**src/design/arf_pkg.sv**
```systemverilog
// ----------------------------------------------------------------------------
// arf_pkg
// Shared types, constants and helpers of the ARMA residual filter.
// ----------------------------------------------------------------------------
package arf_pkg;

    localparam int MAX_AR       = 4;
    localparam int MAX_MA       = 4;
    localparam int MAX_LAG      = (MAX_AR > MAX_MA) ? MAX_AR : MAX_MA;
    localparam int SAMPLE_WIDTH = 32;
    localparam int COEF_WIDTH   = 16;
    localparam int COEF_SLOTS   = 4;
    localparam int FRAC_SHIFT   = 14;
    localparam int ORDER_WIDTH  = 3;
    localparam int COLUMN_WIDTH = 4;
    localparam int LIMIT_WIDTH  = 31;
    localparam int CFG_WIDTH    = 64;
    localparam int CFG_IDX_W    = 3;
    localparam int CNT_WIDTH    = $clog2(MAX_LAG + 1);
    localparam int PROD_WIDTH   = SAMPLE_WIDTH + COEF_WIDTH;
    localparam int ACC_WIDTH    = PROD_WIDTH + $clog2(MAX_AR + MAX_MA + 1) + 1;
    localparam int RND_WIDTH    = ACC_WIDTH - FRAC_SHIFT;
    localparam int ROUND_HALF   = 1 << (FRAC_SHIFT - 1);

    typedef enum logic [CFG_IDX_W-1:0] {
        CFG_MODE      = 3'd0,
        CFG_AR_ORDER  = 3'd1,
        CFG_MA_ORDER  = 3'd2,
        CFG_COLUMN    = 3'd3,
        CFG_SAT_LIMIT = 3'd4,
        CFG_AR_COEFS  = 3'd5,
        CFG_MA_COEFS  = 3'd6
    } t_cfg_index;

    localparam logic MODE_RESIDUAL = 1'b0;
    localparam logic MODE_JACOBIAN = 1'b1;

    typedef struct packed {
        logic                           start_req;
        logic signed [SAMPLE_WIDTH-1:0] sample;
        logic signed [SAMPLE_WIDTH-1:0] prior_residual;
    } t_in_item;

    typedef struct packed {
        logic signed [SAMPLE_WIDTH-1:0] value;
        logic                           clipped;
    } t_out_item;

    typedef struct packed {
        logic                     mode;
        logic [ORDER_WIDTH-1:0]   ar_order;
        logic [ORDER_WIDTH-1:0]   ma_order;
        logic [COLUMN_WIDTH-1:0]  column;
        logic [LIMIT_WIDTH-1:0]   sat_limit;
        logic [CFG_WIDTH-1:0]     ar_coefs;
        logic [CFG_WIDTH-1:0]     ma_coefs;
    } t_cfg;

    typedef logic [MAX_AR-1:0][SAMPLE_WIDTH-1:0] t_ar_line;
    typedef logic [MAX_MA-1:0][SAMPLE_WIDTH-1:0] t_ma_line;

    function automatic logic [ORDER_WIDTH-1:0] clamp_order(
        input logic [ORDER_WIDTH-1:0] order,
        input int                     limit
    );
        if (int'(order) > limit) begin
            return ORDER_WIDTH'(limit);
        end
        return order;
    endfunction

endpackage

```
**src/design/arf_delay_lines.sv**
```systemverilog
// ----------------------------------------------------------------------------
// arf_delay_lines
// Sample, residual and column delay lines plus the warm-up counter.
// ----------------------------------------------------------------------------
module arf_delay_lines (
    input  logic                                   i_clk,
    input  logic                                   i_rst_n,
    input  arf_pkg::t_cfg                          i_cfg,
    input  logic                                   i_step,
    input  logic                                   i_start,
    input  logic signed [arf_pkg::SAMPLE_WIDTH-1:0] i_sample,
    input  logic signed [arf_pkg::SAMPLE_WIDTH-1:0] i_prior,
    input  logic signed [arf_pkg::SAMPLE_WIDTH-1:0] i_result,
    output logic                                   o_warm,
    output arf_pkg::t_ar_line                      o_sample_line,
    output arf_pkg::t_ma_line                      o_resid_line,
    output arf_pkg::t_ma_line                      o_col_line
);
    import arf_pkg::*;

    t_ar_line               r_sample_line;
    t_ma_line               r_resid_line;
    t_ma_line               r_col_line;
    logic [CNT_WIDTH-1:0]   r_count;

    logic [CNT_WIDTH-1:0]   cnt_eff;
    logic [ORDER_WIDTH-1:0] p;
    logic [ORDER_WIDTH-1:0] q;
    logic [ORDER_WIDTH-1:0] maxpq;
    logic signed [SAMPLE_WIDTH-1:0] resid_in;

    assign p     = clamp_order(i_cfg.ar_order, MAX_AR);
    assign q     = clamp_order(i_cfg.ma_order, MAX_MA);
    assign maxpq = (p > q) ? p : q;

    // a start flag clears the lines before this sample is used
    assign cnt_eff       = i_start ? '0 : r_count;
    assign o_sample_line = i_start ? '0 : r_sample_line;
    assign o_resid_line  = i_start ? '0 : r_resid_line;
    assign o_col_line    = i_start ? '0 : r_col_line;
    assign o_warm        = (8'(cnt_eff) < 8'(maxpq));

    assign resid_in = (i_cfg.mode == MODE_JACOBIAN) ? i_prior : i_result;

    always_ff @(posedge i_clk) begin
        if (!i_rst_n) begin
            r_sample_line <= '0;
            r_resid_line  <= '0;
            r_col_line    <= '0;
            r_count       <= '0;
        end else if (i_step) begin
            r_sample_line <= {o_sample_line[MAX_AR-2:0], i_sample};
            if (o_warm) begin
                r_count      <= cnt_eff + CNT_WIDTH'(1);
                r_resid_line <= o_resid_line;
                r_col_line   <= o_col_line;
            end else begin
                r_count      <= cnt_eff;
                r_resid_line <= {o_resid_line[MAX_MA-2:0], resid_in};
                if (i_cfg.mode == MODE_JACOBIAN) begin
                    r_col_line <= {o_col_line[MAX_MA-2:0], i_result};
                end else begin
                    r_col_line <= o_col_line;
                end
            end
        end
    end

endmodule

```
**config.mk**
```make
export PLATFORM = sky130hd
export DESIGN_NAME = arf_delay_lines
export DESIGN_NICKNAME = d
export VERILOG_FILES = /design/src/design/arf_pkg.sv /design/src/design/arf_delay_lines.sv
export SDC_FILE = /design/constraint.sdc
export NUM_CORES = 1
export LEC_CHECK = 0
export BUFFER_PORTS_ARGS = -buffer_cell sky130_fd_sc_hd__buf_2
export CAP_MARGIN = 20
export CORE_AREA = 2 2 258 260
export CTS_CLUSTER_DIAMETER = 40
export DETAILED_ROUTE_END_ITERATION = 10
export DIE_AREA = 0 0 260 262
export GPL_ROUTABILITY_DRIVEN = 1
export HOLD_SLACK_MARGIN = 0.05
export PLACE_DENSITY = 0.54
export SLEW_MARGIN = 10
export SYNTH_ARGS = -nofsm -noshare
export SYNTH_HDL_FRONTEND = slang
export SYNTH_SLANG_ARGS = --single-unit
```
**constraint.sdc**
```tcl
create_clock -name i_clk -period 2.7 [get_ports i_clk]
set_input_delay 0.405 -clock i_clk [delete_from_list [all_inputs] [get_ports i_clk]]
set_output_delay 0.405 -clock i_clk [all_outputs]
set_load 0.1 [all_outputs]
```
== Yosys cells after proc, flatten, opt, wreduce, memory -nomap -nowiden ==
Index checks and enable logic that the tools add are counted.

* Flip-flop bits (word level): 387
* Input bits: 270
* Output and inout bits: 385
* Logic and storage cells: 34

* Add/subtract/negate cells: 1
* Order comparisons: 4
* Mux-type cells: 16

{| class="wikitable"
|+ Operator list
! kind !! count
|-
| 128-bit two-way mux || 6
|-
| 32-bit two-way mux || 1
|-
| 3-bit two-way mux || 7
|-
| 3-bit > comparator, second input constant || 2
|-
| 3-bit by 1-bit adder with 3-bit output, second input constant || 1
|-
| 3-bit > comparator || 1
|-
| 3-bit < comparator || 1
|-
| 1-bit two-way mux || 2
|}

== Longest topological paths before layout ==
* Depth in word-level cells: 7
* Mapped depth: 17
* Mapped depth without buffers: 13

== Worst setup path after synthesis ==
No wires, ideal clock.

* Kind: input-to-output
* Start: input i_cfg[168] (netlist name)
* End: output o_warm
* Arrival time: 3.025 ns
* Required time: 2.295 ns
* Slack: -0.730 ns
* Stages on the path: 12
* Path buffers: 2
* Path through: nand2b_1 ha_1 and3_1 a21oi_4 a21oi_1 ha_1 a21oi_1 nor3b_2 mux2i_4 buf_2 buf_2 nand2_1

* Word-level cells in the longest chain between the ends: 6

{| class="wikitable"
|+ Ends and longest elaborated chain
! item !! RTL line !! text
|-
| start: declaration || arf_delay_lines.sv:8 || <nowiki>input arf_pkg::t_cfg i_cfg,</nowiki>
|-
| 3-bit > comparator || arf_pkg.sv:66 || <nowiki>if (int'(order) > limit) begin</nowiki>
|-
| 1-bit two-way mux || arf_pkg.sv:66 ||
|-
| 3-bit two-way mux * || arf_pkg.sv:69 || <nowiki>return order;</nowiki>
|-
| 3-bit > comparator || arf_delay_lines.sv:34 || <nowiki>assign maxpq = (p > q) ? p : q;</nowiki>
|-
| 3-bit two-way mux * || arf_delay_lines.sv:34 ||
|-
| 3-bit < comparator * || arf_delay_lines.sv:41 || <nowiki>assign o_warm = (8'(cnt_eff) < 8'(maxpq));</nowiki>
|-
| end: declaration || arf_delay_lines.sv:14 || <nowiki>output logic o_warm,</nowiki>
|}

Mark *: on every way between the ends. The rest lies on a longest branch, timed or not.

== Worst setup path after layout ==
* Start: input i_cfg[167] (netlist name)
* End: output o_warm

Same word-level chain as after synthesis.

==> flow_summary.json <==
{
  "status": "complete, but fails checks",
  "violations": "setup timing",
  "syn_avg_cell_area_um2": 8.67,
  "syn_area_um2": 20500,
  "cts_tree": "yes",
  "place_ws_ns": -0.452,
  "crit_path_end_kind": "output pin",
  "die_w_um": 260,
  "antenna_left": 0,
  "layout_setup_ws_ns": -0.208,
  "cts-buffers-inserted": 84,
  "io_buffers": 491,
  "grt_use_total": 0.208,
  "finalNonFillerCells": 3797,
  "pin_count": 655,
  "syn_nets": 2638,
  "post-route-period-util": 1.08,
  "vias": 18800,
  "clockPowerShare": 0.575,
  "drv_slew": 0,
  "clockBufferDepth": 3,
  "dpl.cell_count": 3600,
  "syn-instance-count": 2362,
  "crit_type": "input port to output pin",
  "vias_per_cell": 4.96,
  "drt_iter0_markers": 1323,
  "ys_types": 40,
  "maxCapViolCount": 0,
  "nFillCells": 6363,
  "mostFrequentLayoutCells": "482 x buf_2, 387 x dfxtp_1, 320 x mux2i_1, 289 x nand3_1, 283 x nor2b_1",
  "rr_worst_depth": 11,
  "grt-ovfl-total": 0,
  "setup_viol": 1,
  "crit_fanout": 3,
  "grt_pass1_wl_mm": 111,
  "ys.flop_type": "dfxtp_1",
  "synth_mux_area_frac": 0.211,
  "fin_crit_ns": 2.91,
  "hold_path_depth": 3,
  "cp.required_ns": 2.30,
  "critPathArrivalTime_ns": 2.50,
  "wl_mm": 74.5,
  "hold_path.class": "input port to register",
  "p_sw_mw": 5.42,
  "drc": 0,
  "first_pass_iters": 6,
  "tightest_slew_ns": 1.03,
  "critPathMaxStageDelay_ns": 0.31,
  "nets": 3135,
  "synth_edf_count": 0,
  "numClockSinks": 387,
  "skew_ns": 0.0464,
  "clk_latency_ns": 0.63,
  "rows": 94,
  "slew-limit-headroom": 0.314,
  "ys_seq_elements": 387,
  "ys_warn_count": 0,
  "synth_top_family_by_area": "simple AND/OR/NAND/NOR gates",
  "root_buffer": "clkbuf_16",
  "p_leak_nw": 12.5,
  "synthTopCellsByArea": "dfxtp_1 38%, mux2i_1 16%, nor2b_1 13%",
  "cp_cell_sequence": "buf_6, nor2b_4, ha_4, nand3b_1, buf_6, a21oi_4, nor2_1, a21oi_1, ha_2, o21ai_1, nand2b_1, buf_12, nand2_8, buf_12",
  "rsz0062_at_grt": "yes",
  "die_h_um": 262,
  "final_common_cell": "buf_2",
  "yosys.area_share.simple": 0.278,
  "ys_seq_area_frac": 0.378,
  "p_sw_frac": 0.276,
  "area_delta_synth_final_pct": 40.4,
  "synth-compound-area-share": 0.0589,
  "wire_per_inst_um": 19.6,
  "max_freq_mhz": 344,
  "netlist.area_leader.share": 0.378,
  "start_kind": "input port",
  "whs_ns": 0.0881,
  "synth_xor_area_frac": 0,
  "power_mw": 19.7,
  "antenna_found_initial": 5,
  "internal-power_mw": 14.2,
  "ys_async_sr_fraction": 0,
  "crit_path_top_delay_cell": "ha_2",
  "drive_gt1_frac": 0.380,
  "die-area_um2": 68100,
  "htree_levels": 3,
  "core_region_area_um2": 65300,
  "synth_area_leader_cell": "dfxtp_1",
  "pwr-share-seq": 0.300,
  "place.gp.congestion": 0.892,
  "path_clk_slew_ns": 0.04,
  "power_density_nw_per_um2": 684,
  "comb_power_share": 0.126,
  "utilization": 0.440,
  "start_util": 0.314,
  "yosys.area_share.adder": 0.00367,
  "worst_ir_drop_vdd_mv": 0.766,
  "grt_max_degree": 165,
  "grt_pass1_vias": 18600,
  "dp_hpwl_mm": 52.0,
  "finalHoldViolCount": 0
}
-- critical path: cells and delay by family --
family	cells	cell delay, ns
adder cells (fa/ha/maj)	2	0.57
AO/OA/AOI/OAI	3	0.44
buffers and inverters	4	0.58
AND/OR/NAND/NOR	5	0.49
-- cell type report --
| type | instances | area, um^2 | area share |
|---|---|---|---|
| Timing Repair Buffer | 633 | 4200 | 0.146 |
| Inverter | 100 | 383 | 0.0133 |
| Clock buffer | 99 | 2250 | 0.0783 |
| Sequential cell | 387 | 7750 | 0.269 |
| Clock inverter | 58 | 895 | 0.0311 |
| Multi-Input combinational cell | 1653 | 12200 | 0.424 |
| Tap cell | 864 | 1080 | 0.0376 |
| Antenna cell | 3 | 7.51 | 0.000261 |
-- through the flow --
stage          TNS, ns  cell area (um^2)
3_5_place_dp    -88.17             25100
3_3_place_gp    -76.34             25100
6_report        -0.208             28700
2_1_floorplan   -11.22             21300
4_1_cts         -0.203             28600
5_1_grt          -1.19             28700
-- timing repair --
item	in CTS	in global routing
resized for setup	14	8
pin swaps	10	3
gates cloned	0	5
hold endpoints to repair	21	0
hold buffers	21	0
setup buffers	12	1
setup endpoints to repair	1	103
-- layer usage --
metal | global-route usage | vias to the layer above | wire (um)
met5 | 0 | - | 13
met4 | 0.0840 | 2 | 2450
met3 | 0.0565 | 131 | 5100
met2 | 0.334 | 596 | 34400
met1 | 0.265 | 9058 | 32500
li1 | - | 9043 | -
-- path summary, 6_finish.rpt --
kind	from	endpoint	slack [ns]
worst max-delay path	i_cfg[167]	o_warm	-0.21
worst min-delay path	i_sample[23]	r_sample_line[23]	0.09
worst max register to register	r_count[2]	r_col_line[103]	0.40
worst min register to register	r_col_line[3]	r_col_line[3]	0.45
-- cell families after synthesis --
group,Yosys count
AND/OR/NAND/NOR,1085
multiplexers,418
flip-flops,387
buffers and inverters,322
AO/OA/AOI/OAI,144
adder cells (fa/ha/maj),6
-- power by group through the flow --
| stage | clock [mW] | combinational (mW) | sequential [mW] |
|---|---|---|---|
| after floorplan | 0 | 1.67 | 5.98 |
| after global placement | 0 | 2.33 | 6.00 |
| after detailed placement | 0 | 2.35 | 6.01 |
| after CTS | 11.5 | 2.42 | 5.89 |
| after global routing | 11.8 | 2.61 | 5.90 |
| final | 11.3 | 2.47 | 5.90 |
-- Yosys cell counts, drive strengths merged (2+ instances only) --
cell	n
nor2b	421
and3	3
and3b	2
buf	68
ha	6
nand2b	67
a21boi	2
clkbuf	154
nor2	98
o211ai	32
inv	100
nand3b	2
o221ai	96
a21oi	5
dfxtp	387
nand2	200
nand3	290
mux2i	321
mux2	97
-- flip-flops by register name (all words and copies together), names as in the netlist --
register / cells
r_count: 3
r_col_line: 128
r_resid_line: 128
r_sample_line: 128
Power figures use the tool's default switching activity.
