File: src/design/arf_pkg.sv
// ----------------------------------------------------------------------------
// arf_pkg
// Shared types, constants and helpers of the ARMA residual filter.
// ----------------------------------------------------------------------------
package arf_pkg;

    localparam int MAX_AR       = 4;
    localparam int MAX_MA       = 4;
    localparam int MAX_LAG      = (MAX_AR > MAX_MA) ? MAX_AR : MAX_MA;
    localparam int SAMPLE_WIDTH = 32;
    localparam int COEF_WIDTH   = 16;
    localparam int COEF_SLOTS   = 4;
    localparam int FRAC_SHIFT   = 14;
    localparam int ORDER_WIDTH  = 3;
    localparam int COLUMN_WIDTH = 4;
    localparam int LIMIT_WIDTH  = 31;
    localparam int CFG_WIDTH    = 64;
    localparam int CFG_IDX_W    = 3;
    localparam int CNT_WIDTH    = $clog2(MAX_LAG + 1);
    localparam int PROD_WIDTH   = SAMPLE_WIDTH + COEF_WIDTH;
    localparam int ACC_WIDTH    = PROD_WIDTH + $clog2(MAX_AR + MAX_MA + 1) + 1;
    localparam int RND_WIDTH    = ACC_WIDTH - FRAC_SHIFT;
    localparam int ROUND_HALF   = 1 << (FRAC_SHIFT - 1);

    typedef enum logic [CFG_IDX_W-1:0] {
        CFG_MODE      = 3'd0,
        CFG_AR_ORDER  = 3'd1,
        CFG_MA_ORDER  = 3'd2,
        CFG_COLUMN    = 3'd3,
        CFG_SAT_LIMIT = 3'd4,
        CFG_AR_COEFS  = 3'd5,
        CFG_MA_COEFS  = 3'd6
    } t_cfg_index;

    localparam logic MODE_RESIDUAL = 1'b0;
    localparam logic MODE_JACOBIAN = 1'b1;

    typedef struct packed {
        logic                           start_req;
        logic signed [SAMPLE_WIDTH-1:0] sample;
        logic signed [SAMPLE_WIDTH-1:0] prior_residual;
    } t_in_item;

    typedef struct packed {
        logic signed [SAMPLE_WIDTH-1:0] value;
        logic                           clipped;
    } t_out_item;

    typedef struct packed {
        logic                     mode;
        logic [ORDER_WIDTH-1:0]   ar_order;
        logic [ORDER_WIDTH-1:0]   ma_order;
        logic [COLUMN_WIDTH-1:0]  column;
        logic [LIMIT_WIDTH-1:0]   sat_limit;
        logic [CFG_WIDTH-1:0]     ar_coefs;
        logic [CFG_WIDTH-1:0]     ma_coefs;
    } t_cfg;

    typedef logic [MAX_AR-1:0][SAMPLE_WIDTH-1:0] t_ar_line;
    typedef logic [MAX_MA-1:0][SAMPLE_WIDTH-1:0] t_ma_line;

    function automatic logic [ORDER_WIDTH-1:0] clamp_order(
        input logic [ORDER_WIDTH-1:0] order,
        input int                     limit
    );
        if (int'(order) > limit) begin
            return ORDER_WIDTH'(limit);
        end
        return order;
    endfunction

endpackage

File: src/design/arf_cfg_regs.sv
// ----------------------------------------------------------------------------
// arf_cfg_regs
// Configuration register file, written one register per transaction.
// ----------------------------------------------------------------------------
module arf_cfg_regs (
    input  logic                          i_clk,
    input  logic                          i_rst_n,
    input  logic                          i_cfg_valid,
    input  logic [arf_pkg::CFG_IDX_W-1:0] i_cfg_index,
    input  logic [arf_pkg::CFG_WIDTH-1:0] i_cfg_data,
    output arf_pkg::t_cfg                 o_cfg
);
    import arf_pkg::*;

    t_cfg r_cfg;

    always_ff @(posedge i_clk) begin
        if (!i_rst_n) begin
            r_cfg.mode      <= MODE_RESIDUAL;
            r_cfg.ar_order  <= '0;
            r_cfg.ma_order  <= '0;
            r_cfg.column    <= COLUMN_WIDTH'(1);
            r_cfg.sat_limit <= '1;
            r_cfg.ar_coefs  <= '0;
            r_cfg.ma_coefs  <= '0;
        end else if (i_cfg_valid) begin
            case (t_cfg_index'(i_cfg_index))
                CFG_MODE:      r_cfg.mode      <= i_cfg_data[0];
                CFG_AR_ORDER:  r_cfg.ar_order  <= i_cfg_data[ORDER_WIDTH-1:0];
                CFG_MA_ORDER:  r_cfg.ma_order  <= i_cfg_data[ORDER_WIDTH-1:0];
                CFG_COLUMN:    r_cfg.column    <= i_cfg_data[COLUMN_WIDTH-1:0];
                CFG_SAT_LIMIT: r_cfg.sat_limit <= i_cfg_data[LIMIT_WIDTH-1:0];
                CFG_AR_COEFS:  r_cfg.ar_coefs  <= i_cfg_data;
                CFG_MA_COEFS:  r_cfg.ma_coefs  <= i_cfg_data;
                default: begin
                end
            endcase
        end
    end

    assign o_cfg = r_cfg;

endmodule

File: config.mk
export PLATFORM = sky130hd
export DESIGN_NAME = arf_cfg_regs
export DESIGN_NICKNAME = d
export VERILOG_FILES = /design/src/design/arf_pkg.sv /design/src/design/arf_cfg_regs.sv
export SDC_FILE = /design/constraint.sdc
export NUM_CORES = 1
export LEC_CHECK = 0
export BUFFER_PORTS_ARGS = -buffer_cell sky130_fd_sc_hd__buf_2
export CORE_MARGIN = 2
export CORE_UTILIZATION = 25
export CTS_BUF_LIST = sky130_fd_sc_hd__clkbuf_8 sky130_fd_sc_hd__clkbuf_16
export DETAILED_ROUTE_END_ITERATION = 7
export PLACE_DENSITY = 0.45
export REMOVE_ABC_BUFFERS = 1
export SLEW_MARGIN = 30
export SYNTH_ARGS = -nofsm -noshare
export SYNTH_HDL_FRONTEND = slang
export SYNTH_SLANG_ARGS = --single-unit
File: constraint.sdc
create_clock -name i_clk -period 2.1 [get_ports i_clk]
set_clock_uncertainty 0.15 [all_clocks]
set_input_delay 0.315 -clock i_clk [delete_from_list [all_inputs] [get_ports i_clk]]
set_output_delay 0.315 -clock i_clk [all_outputs]
set_load 0.01 [all_outputs]
[After elaboration in Yosys (flattened, before gate mapping)]
Cells that the tools add are included.
Cells by class
  reduce and logical (&&, ||, !) cells: 8
  add/sub/neg operators: 0
  bitwise operators: 0
  order comparisons: 0
  muxes and demuxes: 0
  shift-type cells: 0
  multipliers: 0
  div/mod/pow operators: 0
  equality and inequality tests: 6
Operator list (count)
  $reduce_and A2 Y1: 7
  $eq A3 B3 Y1 const B: 3
  $eq A3 B2 Y1 const B: 2
  $eq A3 B1 Y1 const B: 1
  $logic_not A3 Y1: 1
Word-level totals
  latch bits: 0
  memories kept: 0
  ROM bits: 0
  RAM bits: 0
  flip-flop bits (word level): 170
  input bits: 70

[Longest topological paths before layout]
Gate-level depths: netlist (run 1).
  depth in word-level cells: 2
  depth in mapped cells: 4
  mapped depth without buffers: 2

[Worst setup path after synthesis (run 1)]
OpenSTA, ideal clock, no wires.
  path kind: input port to flip-flop
  from: in i_cfg_index[1] (netlist name)
  to: reg r_cfg (netlist bit o_cfg[100])
  data arrival time: 1.036 ns
  stages on the path: 4
  setup slack: 0.842 ns
  buffers on the path: 2
  setup time: 0.072 ns
  data required time: 1.878 ns
  cells stage by stage: and4b_1 > buf_6 > buf_6 > mux2i_1
Between the ends
  longest elaborated chain between the ends: 2
RTL lines
  start, declared: RTL line arf_cfg_regs.sv:9  | input logic [arf_pkg::CFG_IDX_W-1:0] i_cfg_index,
  $eq A3 B3 Y1: RTL line arf_cfg_regs.sv:27  | case (t_cfg_index'(i_cfg_index))
  $reduce_and A2 Y1 (no source line)
  end, declared: RTL line arf_cfg_regs.sv:15  | t_cfg r_cfg;
No other way between the ends.
A chain may end at the register's enable or synchronous reset.

[Worst setup path in the final report (run 1)]
  from: reg r_cfg (netlist bit o_cfg[147])
  to: out o_cfg[147] (netlist name)
RTL lines
  end, declared: RTL line arf_cfg_regs.sv:11  | output arf_pkg::t_cfg o_cfg
No word-level cell between the ends.

==> results of run 1 <==
[per-layer routing]
metal | vias up | GRT usage (%)
met5 | - | 0
met4 | 2 | 3.936
met3 | 12 | 4.990
met2 | 156 | 19.98
met1 | 2391 | 16.38
li1 | 2671 | -
[kinds of logic (layout without fill, tap and decap cells)]
| family | count (synthesis) | count (layout) | share of synthesized area, % |
|---|---|---|---|
| buf+inv | 47 | 319 | 4.330 |
| flops | 170 | 170 | 51.43 |
| mux | 170 | 170 | 25.71 |
| simple gates | 272 | 272 | 18.53 |
[placed cells by master (no fill, tap or decap)]
master,count
sky130_fd_sc_hd__nand4b_1,2
sky130_fd_sc_hd__clkinv_4,3
sky130_fd_sc_hd__nand2_1,202
sky130_fd_sc_hd__buf_4,8
sky130_fd_sc_hd__and4b_4,1
sky130_fd_sc_hd__buf_6,1
sky130_fd_sc_hd__nor2b_1,63
sky130_fd_sc_hd__inv_6,5
sky130_fd_sc_hd__clkinv_8,1
sky130_fd_sc_hd__buf_2,238
sky130_fd_sc_hd__clkbuf_16,17
sky130_fd_sc_hd__inv_8,3
sky130_fd_sc_hd__nor4b_1,1
sky130_fd_sc_hd__and4bb_2,3
sky130_fd_sc_hd__mux2i_1,170
sky130_fd_sc_hd__dlygate4sd3_1,31
sky130_fd_sc_hd__clkinv_2,3
sky130_fd_sc_hd__buf_12,9
sky130_fd_sc_hd__dfxtp_1,170
[layout make-up]
class / count / share of cell area [%]
clock inverters: 15 / 1.490
well taps: 335 / 4.623
flip-flops and latches: 170 / 37.53
clock buffers: 17 / 4.692
multi-input cells: 442 / 32.33
repair buffers: 287 / 19.33
[worst max-delay path by stage]
stage	startpoint	endpoint	slack [ps]	cells past startpoint
after floorplan	i_cfg_index[0]	o_cfg[0]	-1830	2
after global placement	i_cfg_index[1]	o_cfg[123]	440	4
after detailed placement	i_cfg_index[1]	o_cfg[118]	390	4
after CTS	o_cfg[147]	o_cfg[147]	670	1
after global routing	o_cfg[167]	o_cfg[167]	650	1
final	o_cfg[147]	o_cfg[147]	710	1
[cells in the mapped netlist]
library cell / count / area, um^2
sky130_fd_sc_hd__buf_4: 7 / 52.55
sky130_fd_sc_hd__nand2_1: 202 / 758.2
sky130_fd_sc_hd__and4bb_1: 1 / 12.51
sky130_fd_sc_hd__buf_2: 7 / 35.03
sky130_fd_sc_hd__and4bb_2: 2 / 25.02
sky130_fd_sc_hd__and4b_1: 1 / 10.01
sky130_fd_sc_hd__clkbuf_1: 23 / 86.33
sky130_fd_sc_hd__mux2i_1: 170 / 1702
sky130_fd_sc_hd__dfxtp_1: 170 / 3403
sky130_fd_sc_hd__buf_6: 10 / 112.6
sky130_fd_sc_hd__nor2b_1: 63 / 394.1
sky130_fd_sc_hd__nor4b_1: 1 / 8.760
sky130_fd_sc_hd__nand4b_1: 2 / 17.52
[repair_timing]
item                                    CTS  global route
hold endpoints to repair                 46             0
resized for setup                         0             0
endpoints found under the setup margin    0             0
hold buffers                             31             0
[worst min-delay path, stage by stage]
cell                      delay (ps)
sky130_fd_sc_hd__buf_2            90
sky130_fd_sc_hd__nor2b_1          40
sky130_fd_sc_hd__mux2i_1         110
[metrics by stage]
stage	setup TNS, ps	instance area [um^2]
final	0	9067
after CTS	0	9067
after global routing	0	9067
after detailed placement	0	8197
after global placement	0	8197
after floorplan	-184370	6331
[power groups by stage]
stage / Sequential [mW] / Combinational (mW) / Clock, mW
finish: 3.33 / 0.570 / 3.08
global route: 3.34 / 0.629 / 3.35
CTS: 3.33 / 0.582 / 3.20
detailed placement: 3.40 / 0.537 / 0
global placement: 3.40 / 0.536 / 0
floorplan: 3.44 / 0.207 / 0
==> Flow_metrics.wiki, run 1 <==
{| class="wikitable"
! Metric !! Value
|-
| CTS tree || yes
|-
| Final HPWL DP || 12100 um
|-
| Wire length of the first global-routing pass || 28520 um
|-
| Setup repair after global routing missed its margin || no
|-
| Pin count of the biggest net entering global routing || 77
|-
| Routed met1 length || 8370 um
|-
| Final routed wirelength across all metal layers || 17790 um
|-
| Sequential Power Share || 47.7%
|-
| Slew Viols, Final || 0
|-
| Multi-input logic area || 2932 um^2
|-
| Std-Cell Core Area || 26060 um^2
|-
| Row count || 59
|-
| Area occupied by registers || 3403 um^2
|-
| Level count of the clock H-tree || 4
|-
| Latest clock arrival within the worst-skew pair || 420 ps
|-
| Clock network power share || 44.1%
|-
| Post-route insts no fill || 1266
|-
| Setup bufs post-CTS || 0
|-
| Final routed DRC violation total || 0
|-
| Worst Hold Slack || 16.46 ps
|-
| Endpoint of the worst hold path || o_cfg[129]
|-
| Arrival time at the worst endpoint || 930 ps
|-
| Detailed route wirelength on metal3 || 1496 um
|-
| Vias/cell || 4.133
|-
| Worst min path class || input pin to flip-flop
|-
| Buffers & Inverters on Critical Path || 1
|-
| Count of routing violations after the opening detailed-route iteration || 198
|-
| Filler cell count in the final layout || 2767
|-
| Logic depth of the worst register-to-register path || 2
|-
| Initial DRT Pass Iterations || 4
|-
| I/O Pins || 240
|-
| Post-synth design cell area || 6618 um^2
|-
| Hold Crit Depth || 3
|-
| Number of clock sinks || 170
|-
| Largest stage delay on the critical path || 340 ps
|-
| CTS buffer count || 17
|-
| Pre-CTS worst setup slack || 393.5 ps
|-
| WP data required || 1630 ps
|-
| Total Die Area || 27790 um^2
|-
| Sum of overflow across all layers after global routing || 0
|-
| Pin slew with the least headroom to its limit || 329.6 ps
|-
| Die Y || 166.7 um
|-
| Placed cell count || 1203
|-
| Via count || 5232
|-
| Synth warn || 0
|-
| Final Power || 6.974 mW
|-
| Antenna diode count || 0
|-
| Max Clock Freq || 0.7180 GHz
|-
| Fraction of final layout cells with drive strength greater than 1 || 31.36%
|-
| Number of global-route vias before repair || 5209
|-
| Setup Crit Path Kind || flip-flop to output pin
|-
| Number of setup violations in the final report || 0
|-
| Portion of the clock cycle consumed by the worst path in the final layout || 66.32%
|-
| Final antenna-violating net count || 0
|-
| Growth of design area from synthesis to finish || 37.02%
|-
| Number of nets in the final layout || 988
|-
| Hold Vio Cnt, Final || 0
|-
| Critical-path top delay cell || sky130_fd_sc_hd__dfxtp_1
|-
| Fraction of power spent switching nets || 26.39%
|-
| Highest fanout seen on the critical path || 2
|-
| Total GRT Usage || 12.82%
|-
| Reg2reg setup slack || 1340 ps
|-
| Topmost layer with routed signal wires || met5
|-
| Reg-to-Reg End || o_cfg[152]
|-
| Starting density of the core || 25.39%
|-
| Antenna violations before repair || 1
|-
| Routed wire length per instance || 14.05 um
|-
| PnR worst setup slack || 707.2 ps
|-
| Clk buf depth || 2
|-
| Power Internal || 5.133 mW
|-
| Worst supply voltage drop on vdd || 0.0004205 V
|-
| Logic pwr share || 8.2%
|-
| Launch instance of the worst register-to-register path || o_cfg[152]
|-
| Flip-flop count of the largest register, all copies and words added || 170
|-
| Cell count after synthesis || 659
|-
| Clk slew on worst S/H paths || 70 ps
|-
| Cell type group with the largest total delay on the critical path || flip-flops
|-
| Root Buffer Master || sky130_fd_sc_hd__clkbuf_16
|-
| Average footprint of a synthesized cell || 10.04 um^2
|-
| Routed length on met2 || 7726 um
|-
| Final weighted congestion of routability-driven global placement || 0.7308
|-
| P_sw || 1.841 mW
|-
| Yosys reg bits || 170
|-
| Hold path startpoint || i_cfg_data[1]
|-
| Kind of start point of the critical path || flip-flop
|-
| Distinct cell type count after synthesis || 13
|-
| Critical Path Sink Type || output pin
|-
| Headroom to the max-slew limit || 77.72%
|-
| Horiz. Die Dim || 166.7 um
|-
| Share of the yosys chip area belonging to registers || 51.43%
|-
| Number of buffers inserted by port buffering || 239
|-
| Post-route minimum period || 1393 ps
|-
| Series of cell instances along the critical path || buf_2
|-
| Max Cap Violations || 0
|-
| Power per cell area || 769.1 nW/um^2
|-
| Core occupancy in the finished layout || 34.80%
|-
| Run status || complete, no violations
|-
| Standby leakage power || 4.252 nW
|}
No activity file was read; power rests on OpenSTA's default activity.
==> run 2: changes to the inputs <==
- ABC_AREA: default -> 1
- clock period: 2.1 -> 1.4 ns (I/O delays scaled with it)
==> Flow_metrics.wiki, run 2 <==
{| class="wikitable"
! Metric !! Value
|-
| Pre-CTS worst setup slack || 6.973 ps (-386.5 ps)
|-
| Std-Cell Core Area || 26210 um^2 (+0.57%)
|-
| Series of cell instances along the critical path || buf_2
|-
| Headroom to the max-slew limit || 79.60% (+1.9 points)
|-
| Root Buffer Master || sky130_fd_sc_hd__clkbuf_16
|-
| Routed met1 length || 10210 um (+22%)
|-
| Count of routing violations after the opening detailed-route iteration || 347 (+75%)
|-
| Arrival time at the worst endpoint || 920 ps (about the same)
|-
| Flip-flop count of the largest register, all copies and words added || 170 (unchanged)
|-
| Row count || 59 (unchanged)
|-
| Latest clock arrival within the worst-skew pair || 410 ps (about the same)
|-
| Standby leakage power || 4.804 nW (+13%)
|-
| Setup Crit Path Kind || flip-flop to output pin
|-
| CTS buffer count || 17 (unchanged)
|-
| Critical-path top delay cell || sky130_fd_sc_hd__dfxtp_1
|-
| Largest cells by area after synthesis || sky130_fd_sc_hd__dfxtp_1 (51%), sky130_fd_sc_hd__nor2_1 (16%), sky130_fd_sc_hd__nand3_1 (13%)
|-
| Antenna violations before repair || 0 (-1)
|-
| Number of setup violations in the final report || 0 (unchanged)
|-
| Max Clock Freq || 0.7829 GHz
|-
| Clk buf depth || 2 (unchanged)
|-
| Reg-to-Reg End || o_cfg[169]
|-
| Number of global-route vias before repair || 6218 (+19%)
|-
| Worst Hold Slack || 60.58 ps (+44.13 ps)
|-
| Post-synth EDFFs || 0 (unchanged)
|-
| Library cell occupying the most area in the post-synthesis netlist || sky130_fd_sc_hd__dfxtp_1
|-
| Final routed wirelength across all metal layers || 22110 um (+24%)
|-
| Antenna diode count || 0 (unchanged)
|-
| Power per cell area || 1154 nW/um^2 (+50%)
|-
| Starting density of the core || 25.57% (+0.18 points)
|-
| Final antenna-violating net count || 0 (unchanged)
|-
| Final weighted congestion of routability-driven global placement || 0.7235 (-1.0%)
|-
| Topmost layer with routed signal wires || met4
|-
| Post-route minimum period || 1277 ps
|-
| Logic depth of the worst register-to-register path || 2 (unchanged)
|-
| Initial DRT Pass Iterations || 5 (+1)
|-
| Routed length on met2 || 10110 um (+31%)
|-
| Horiz. Die Dim || 167.7 um (+0.62%)
|-
| Distinct cell type count after synthesis || 15 (+2)
|-
| Yosys reg bits || 170 (unchanged)
|-
| Buffers & Inverters on Critical Path || 1 (unchanged)
|-
| Worst supply voltage drop on vdd || 0.0005949 V (+41%)
|-
| Pin count of the biggest net entering global routing || 67 (-13%)
|-
| Async set-reset flop share out of synthesis || 0% (unchanged)
|-
| Synth warn || 0 (unchanged)
|-
| Sum of overflow across all layers after global routing || 0 (unchanged)
|-
| Final Power || 11.09 mW (+59%)
|-
| Wire length of the first global-routing pass || 34350 um (+20%)
|-
| Sum of negative setup slack || 0 ps (unchanged)
|-
| Share of Yosys cell area claimed by the top area cell type || 50.78% (-0.64 points)
|-
| WP data required || 1040 ps (-590 ps)
|-
| Final HPWL DP || 14510 um (+20%)
|-
| Post-synth design cell area || 6701 um^2 (+1.3%)
|-
| Highest fanout seen on the critical path || 2 (unchanged)
|-
| CTS tree || yes
|-
| Endpoint of the worst hold path || o_cfg[159]
|-
| Cell type group with the largest total delay on the critical path || flip-flops
|-
| Filler cell count in the final layout || 2845 (+2.8%)
|-
| Number of clock sinks || 170 (unchanged)
|-
| Commonest cells after routing, fill and taps aside || sky130_fd_sc_hd__nor2_1 (280), sky130_fd_sc_hd__buf_2 (238), sky130_fd_sc_hd__nand2_1 (206), sky130_fd_sc_hd__nand3_1 (170), sky130_fd_sc_hd__dfxtp_1 (170)
|-
| Cell count after synthesis || 970 (+47%)
|-
| Kind of start point of the critical path || flip-flop
|-
| Setup repair after global routing missed its margin || no
|-
| Number of nets in the final layout || 1322 (+34%)
|-
| Average footprint of a synthesized cell || 6.909 um^2 (-31%)
|-
| Critical Path Sink Type || output pin
|-
| Share of the yosys chip area belonging to registers || 50.78% (-0.64 points)
|-
| Worst min path class || input pin to flip-flop
|-
| Vias/cell || 4.249 (+2.8%)
|-
| Portion of the clock cycle consumed by the worst path in the final layout || 91.24%
|-
| Final routed DRC violation total || 0 (unchanged)
|-
| Run status || complete, no violations
|-
| Detailed route wirelength on metal3 || 1458 um (-2.5%)
|-
| Total GRT Usage || 15.44% (+2.6 points)
|-
| Die Y || 167.7 um (+0.62%)
|-
| Resized Gates After CTS || 0 (unchanged)
|-
| PnR worst setup slack || 122.7 ps (-584.5 ps)
|-
| Clk slew on worst S/H paths || 70 ps (about the same)
|-
| Hold Crit Depth || 4 (+1)
|-
| Fraction of final layout cells with drive strength greater than 1 || 23.95% (-7.4 points)
|-
| Number of buffers inserted by port buffering || 239 (unchanged)
|-
| Area occupied by registers || 3403 um^2 (unchanged)
|-
| Routed wire length per instance || 13.82 um (-1.7%)
|-
| Launch instance of the worst register-to-register path || o_cfg[169]
|-
| Commonest non-fill, non-tap cell in the layout || sky130_fd_sc_hd__nor2_1
|-
| Most frequently used flop master after synthesis || sky130_fd_sc_hd__dfxtp_1
|-
| Level count of the clock H-tree || 4 (unchanged)
|-
| Most frequently used cell type in the post-synthesis netlist || sky130_fd_sc_hd__nor2_1
|-
| Slew Viols, Final || 0 (unchanged)
|-
| I/O Pins || 240 (unchanged)
|-
| Pin slew with the least headroom to its limit || 306.0 ps (-23.62 ps)
|-
| Reg2reg setup slack || 650 ps (-690 ps)
|-
| Multi-input logic area || 2736 um^2 (-6.7%)
|-
| Top cell types by occurrence after synthesis || sky130_fd_sc_hd__nor2_1 (281), sky130_fd_sc_hd__nand2_1 (206), sky130_fd_sc_hd__dfxtp_1 (170), sky130_fd_sc_hd__nand3_1 (170), sky130_fd_sc_hd__inv_1 (69)
|-
| Hold Vio Cnt, Final || 0 (unchanged)
|-
| Hold path startpoint || i_cfg_index[0]
|-
| Total Die Area || 28130 um^2 (+1.2%)
|-
| Via count || 6799 (+30%)
|-
| Max Cap Violations || 0 (unchanged)
|-
| Growth of design area from synthesis to finish || 43.48%
|-
| Largest stage delay on the critical path || 360 ps (+20 ps)
|}
==> run 2: cell types whose count changed after synthesis, moves of 14 or more <==
cell / delta
sky130_fd_sc_hd__nand3_1: +170
sky130_fd_sc_hd__nor2b_1: -63
sky130_fd_sc_hd__buf_1: +14
sky130_fd_sc_hd__inv_1: +69
sky130_fd_sc_hd__buf_2: +29
sky130_fd_sc_hd__nor2_1: +281
sky130_fd_sc_hd__mux2i_1: -170
==> run 2: layout make-up <==
cell class	instances	share of cell area [%]
timing repair buffer	329	23.04
multi-input combinational	663	28.46
clock inverter	13	1.236
inverter	71	2.798
tap	335	4.359
clock buffer	19	4.710
sequential	170	35.39
==> run 2: kinds of logic (layout without fill, tap and decap cells) <==
kind of cell           Yosys count  count (layout)  synth area share [%]
flip-flops                     170             170                 50.78
AND/OR/NAND/NOR                661             661                 40.50
AO/OA/AOI/OAI                    2               2                0.1492
buffers and inverters          137             432                 8.570
==> run 2: what timing repair did <==
action	CTS	global route
hold endpoints to repair	140	0
hold buffers	65	0
endpoints found under the setup margin	0	0
buffers inserted	0	0
==> run 2: power by group <==
group | internal (mW) | leakage, nW | total (mW) | switching (mW)
Sequential | 5.01 | 1.38 | 5.09 | 0.0833
Combinational | 0.575 | 3.14 | 1.34 | 0.765
Clock | 2.56 | 0.278 | 4.67 | 2.10
==> run 2: worst max path at each step <==
stage / startpoint / to / slack [ps] / depth (start not counted)
after detailed placement: i_cfg_index[0] / o_cfg[92] / 7 / 7
after CTS: o_cfg[28] / o_cfg[28] / 90 / 1
final: o_cfg[28] / o_cfg[28] / 120 / 1
after floorplan: i_cfg_index[2] / o_cfg[128] / -3150 / 6
after global placement: i_cfg_index[0] / o_cfg[114] / 20 / 7
after global routing: o_cfg[2] / o_cfg[2] / 50 / 1
==> run 2: metal layers <==
layer / up-vias / global-route usage (%)
li1: 3535 / -
met1: 3072 / 19.50
met2: 174 / 25.18
met3: 18 / 5.318
met4: 0 / 4.045
met5: - / 0
==> run 2: stage by stage <==
stage,utilization [%],instances,cell area [um^2]
floorplan,-,904,6394
detailed placement,32.03,1503,8393
global route,36.69,1600,9615
CTS,36.69,1600,9615
finish,36.69,1600,9615
global placement,32.03,1503,8393
==> run 3: changes to the inputs <==
- clock period: 1.4 -> 1.3 ns (I/O delays scaled with it)
==> Flow_metrics.wiki, run 3 (synthesized netlist as in run 2, its figures left out) <==
{| class="wikitable"
! Metric !! Value
|-
| Antenna diode count || 0 (unchanged)
|-
| Pin slew with the least headroom to its limit || 308.4 ps (+2.475 ps)
|-
| Clk buf depth || 2 (unchanged)
|-
| Number of global-route vias before repair || 6597 (+6.1%)
|-
| Largest stage delay on the critical path || 350 ps (about the same)
|-
| Fraction of final layout cells with drive strength greater than 1 || 27.46% (+3.5 points)
|-
| Post-route minimum period || 1250 ps
|-
| Std-Cell Core Area || 26210 um^2 (unchanged)
|-
| Total Die Area || 28130 um^2 (unchanged)
|-
| I/O Pins || 240 (unchanged)
|-
| Growth of design area from synthesis to finish || 47.29%
|-
| Headroom to the max-slew limit || 79.44% (-0.17 points)
|-
| Number of nets in the final layout || 1335 (+0.98%)
|-
| Commonest non-fill, non-tap cell in the layout || sky130_fd_sc_hd__nor2_1
|-
| Flip-flop count of the largest register, all copies and words added || 170 (unchanged)
|-
| Latest clock arrival within the worst-skew pair || 410 ps (about the same)
|-
| Run status || complete, no violations
|-
| CTS tree || yes
|-
| Portion of the clock cycle consumed by the worst path in the final layout || 96.17%
|-
| Count of routing violations after the opening detailed-route iteration || 341 (-1.7%)
|-
| Arrival time at the worst endpoint || 910 ps (about the same)
|-
| Final antenna-violating net count || 0 (unchanged)
|-
| Hold Crit Depth || 4 (unchanged)
|-
| Kind of start point of the critical path || flip-flop
|-
| Horiz. Die Dim || 167.7 um (unchanged)
|-
| Setup repair after global routing missed its margin || no
|-
| Number of setup violations in the final report || 0 (unchanged)
|-
| Commonest cells after routing, fill and taps aside || sky130_fd_sc_hd__nor2_1 (280), sky130_fd_sc_hd__buf_2 (221), sky130_fd_sc_hd__nand2_1 (206), sky130_fd_sc_hd__nand3_1 (170), sky130_fd_sc_hd__dfxtp_1 (136)
|-
| Level count of the clock H-tree || 4 (unchanged)
|-
| Vias/cell || 4.256 (+0.16%)
|-
| Starting density of the core || 25.57% (unchanged)
|-
| Final std cell area, no fill || 9871 um^2 (+2.7%)
|-
| PnR worst setup slack || 49.80 ps (-72.88 ps)
|-
| WP data required || 950 ps (-90 ps)
|-
| Slew Viols, Final || 0 (unchanged)
|-
| Highest fanout seen on the critical path || 2 (unchanged)
|-
| Critical-path top delay cell || sky130_fd_sc_hd__dfxtp_1
|-
| Hold Vio Cnt, Final || 0 (unchanged)
|-
| Series of cell instances along the critical path || buf_2
|-
| Routed wire length per instance || 13.63 um (-1.3%)
|-
| Via count || 6865 (+0.97%)
|-
| Standby leakage power || 4.908 nW (+2.2%)
|-
| Number of buffers inserted by port buffering || 239 (unchanged)
|-
| Worst supply voltage drop on vdd || 0.0006464 V (+8.7%)
|-
| Die Y || 167.7 um (unchanged)
|-
| Critical Path Sink Type || output pin
|-
| Cell type group with the largest total delay on the critical path || flip-flops
|-
| Total GRT Usage || 15.87% (+0.43 points)
|-
| Final routed DRC violation total || 0 (unchanged)
|-
| Row count || 59 (unchanged)
|-
| Wire length of the first global-routing pass || 35490 um (+3.3%)
|-
| Buffers & Inverters on Critical Path || 1 (unchanged)
|-
| Root Buffer Master || sky130_fd_sc_hd__clkbuf_16
|-
| Worst min path class || input pin to flip-flop
|-
| Final HPWL DP || 14680 um (+1.2%)
|-
| Pin count of the biggest net entering global routing || 63 (-6.0%)
|-
| Sum of overflow across all layers after global routing || 0 (unchanged)
|-
| Clk slew on worst S/H paths || 70 ps (about the same)
|-
| Antenna violations before repair || 0 (unchanged)
|-
| Depth of the critical timing path with buffers and inverters included || 1 (unchanged)
|-
| CTS buffer count || 17 (unchanged)
|-
| Max Clock Freq || 0.7999 GHz
|-
| Power per cell area || 1236 nW/um^2 (+7.1%)
|-
| Number of clock sinks || 170 (unchanged)
|-
| Pre-CTS worst setup slack || -90.47 ps (-97.45 ps)
|-
| Post-detailed-placement cell area || 8516 um^2 (+1.5%)
|-
| Initial DRT Pass Iterations || 4 (-1)
|-
| Setup Crit Path Kind || flip-flop to output pin
|-
| Final routed wirelength across all metal layers || 21990 um (-0.51%)
|-
| Final weighted congestion of routability-driven global placement || 0.7593 (+4.9%)
|-
| Max Cap Violations || 0 (unchanged)
|-
| Logic depth of the worst register-to-register path || 2 (unchanged)
|}
[run 3: layer usage]
layer	wire length [um]	track usage (%)	up-vias
li1	-	-	3571
met1	10170	20.02	3086
met2	9914	26.07	190
met3	1606	5.554	18
met4	306	3.667	0
met5	0	0	-
[run 3: final timing paths]
check | slack (ps) | to | from
min reg2reg | 320 | o_cfg[133] | o_cfg[133]
max reg2reg | 570 | o_cfg[10] | o_cfg[10]
min | 30 | o_cfg[159] | i_cfg_index[0]
max | 50 | o_cfg[140] | o_cfg[140]
[run 3: timing repair]
action	CTS	global route
setup buffers	0	0
hold buffers	65	0
setup endpoints to repair	0	59
resized for setup	0	53
hold endpoints to repair	147	0
[run 3: power breakdown]
part / internal, mW / total (mW) / switching [mW]
Sequential: 5.40 / 5.49 / 0.0919
Clock: 2.86 / 5.21 / 2.35
Combinational: 0.667 / 1.50 / 0.832
Total: 8.92 / 12.2 / 3.28
[run 3: cell type report]
class / instances / area, um^2
clock buffers: 20 / 466.7
clock inverters: 12 / 130.1
fillers: 2862 / 16340
inverters: 71 / 269.0
multi-input cells: 663 / 2736
flip-flops and latches: 170 / 3446
well taps: 335 / 419.2
repair buffers: 342 / 2404
[run 3: per-stage QoR]
stage | hold slack, ps | power, mW | utilization [%] | std cells | TNS, ps
final | 32.05 | 12.20 | 37.67 | 1613 | 0
after global routing | 70.75 | 12.82 | 37.67 | 1613 | 0
after CTS | 6.197 | 12.39 | 37.25 | 1613 | 0
after detailed placement | 263.8 | 6.956 | 32.49 | 1516 | -10050
after global placement | 261.1 | 6.951 | 32.49 | 1516 | -9298
after floorplan | 129.6 | 6.222 | - | 904 | -290000
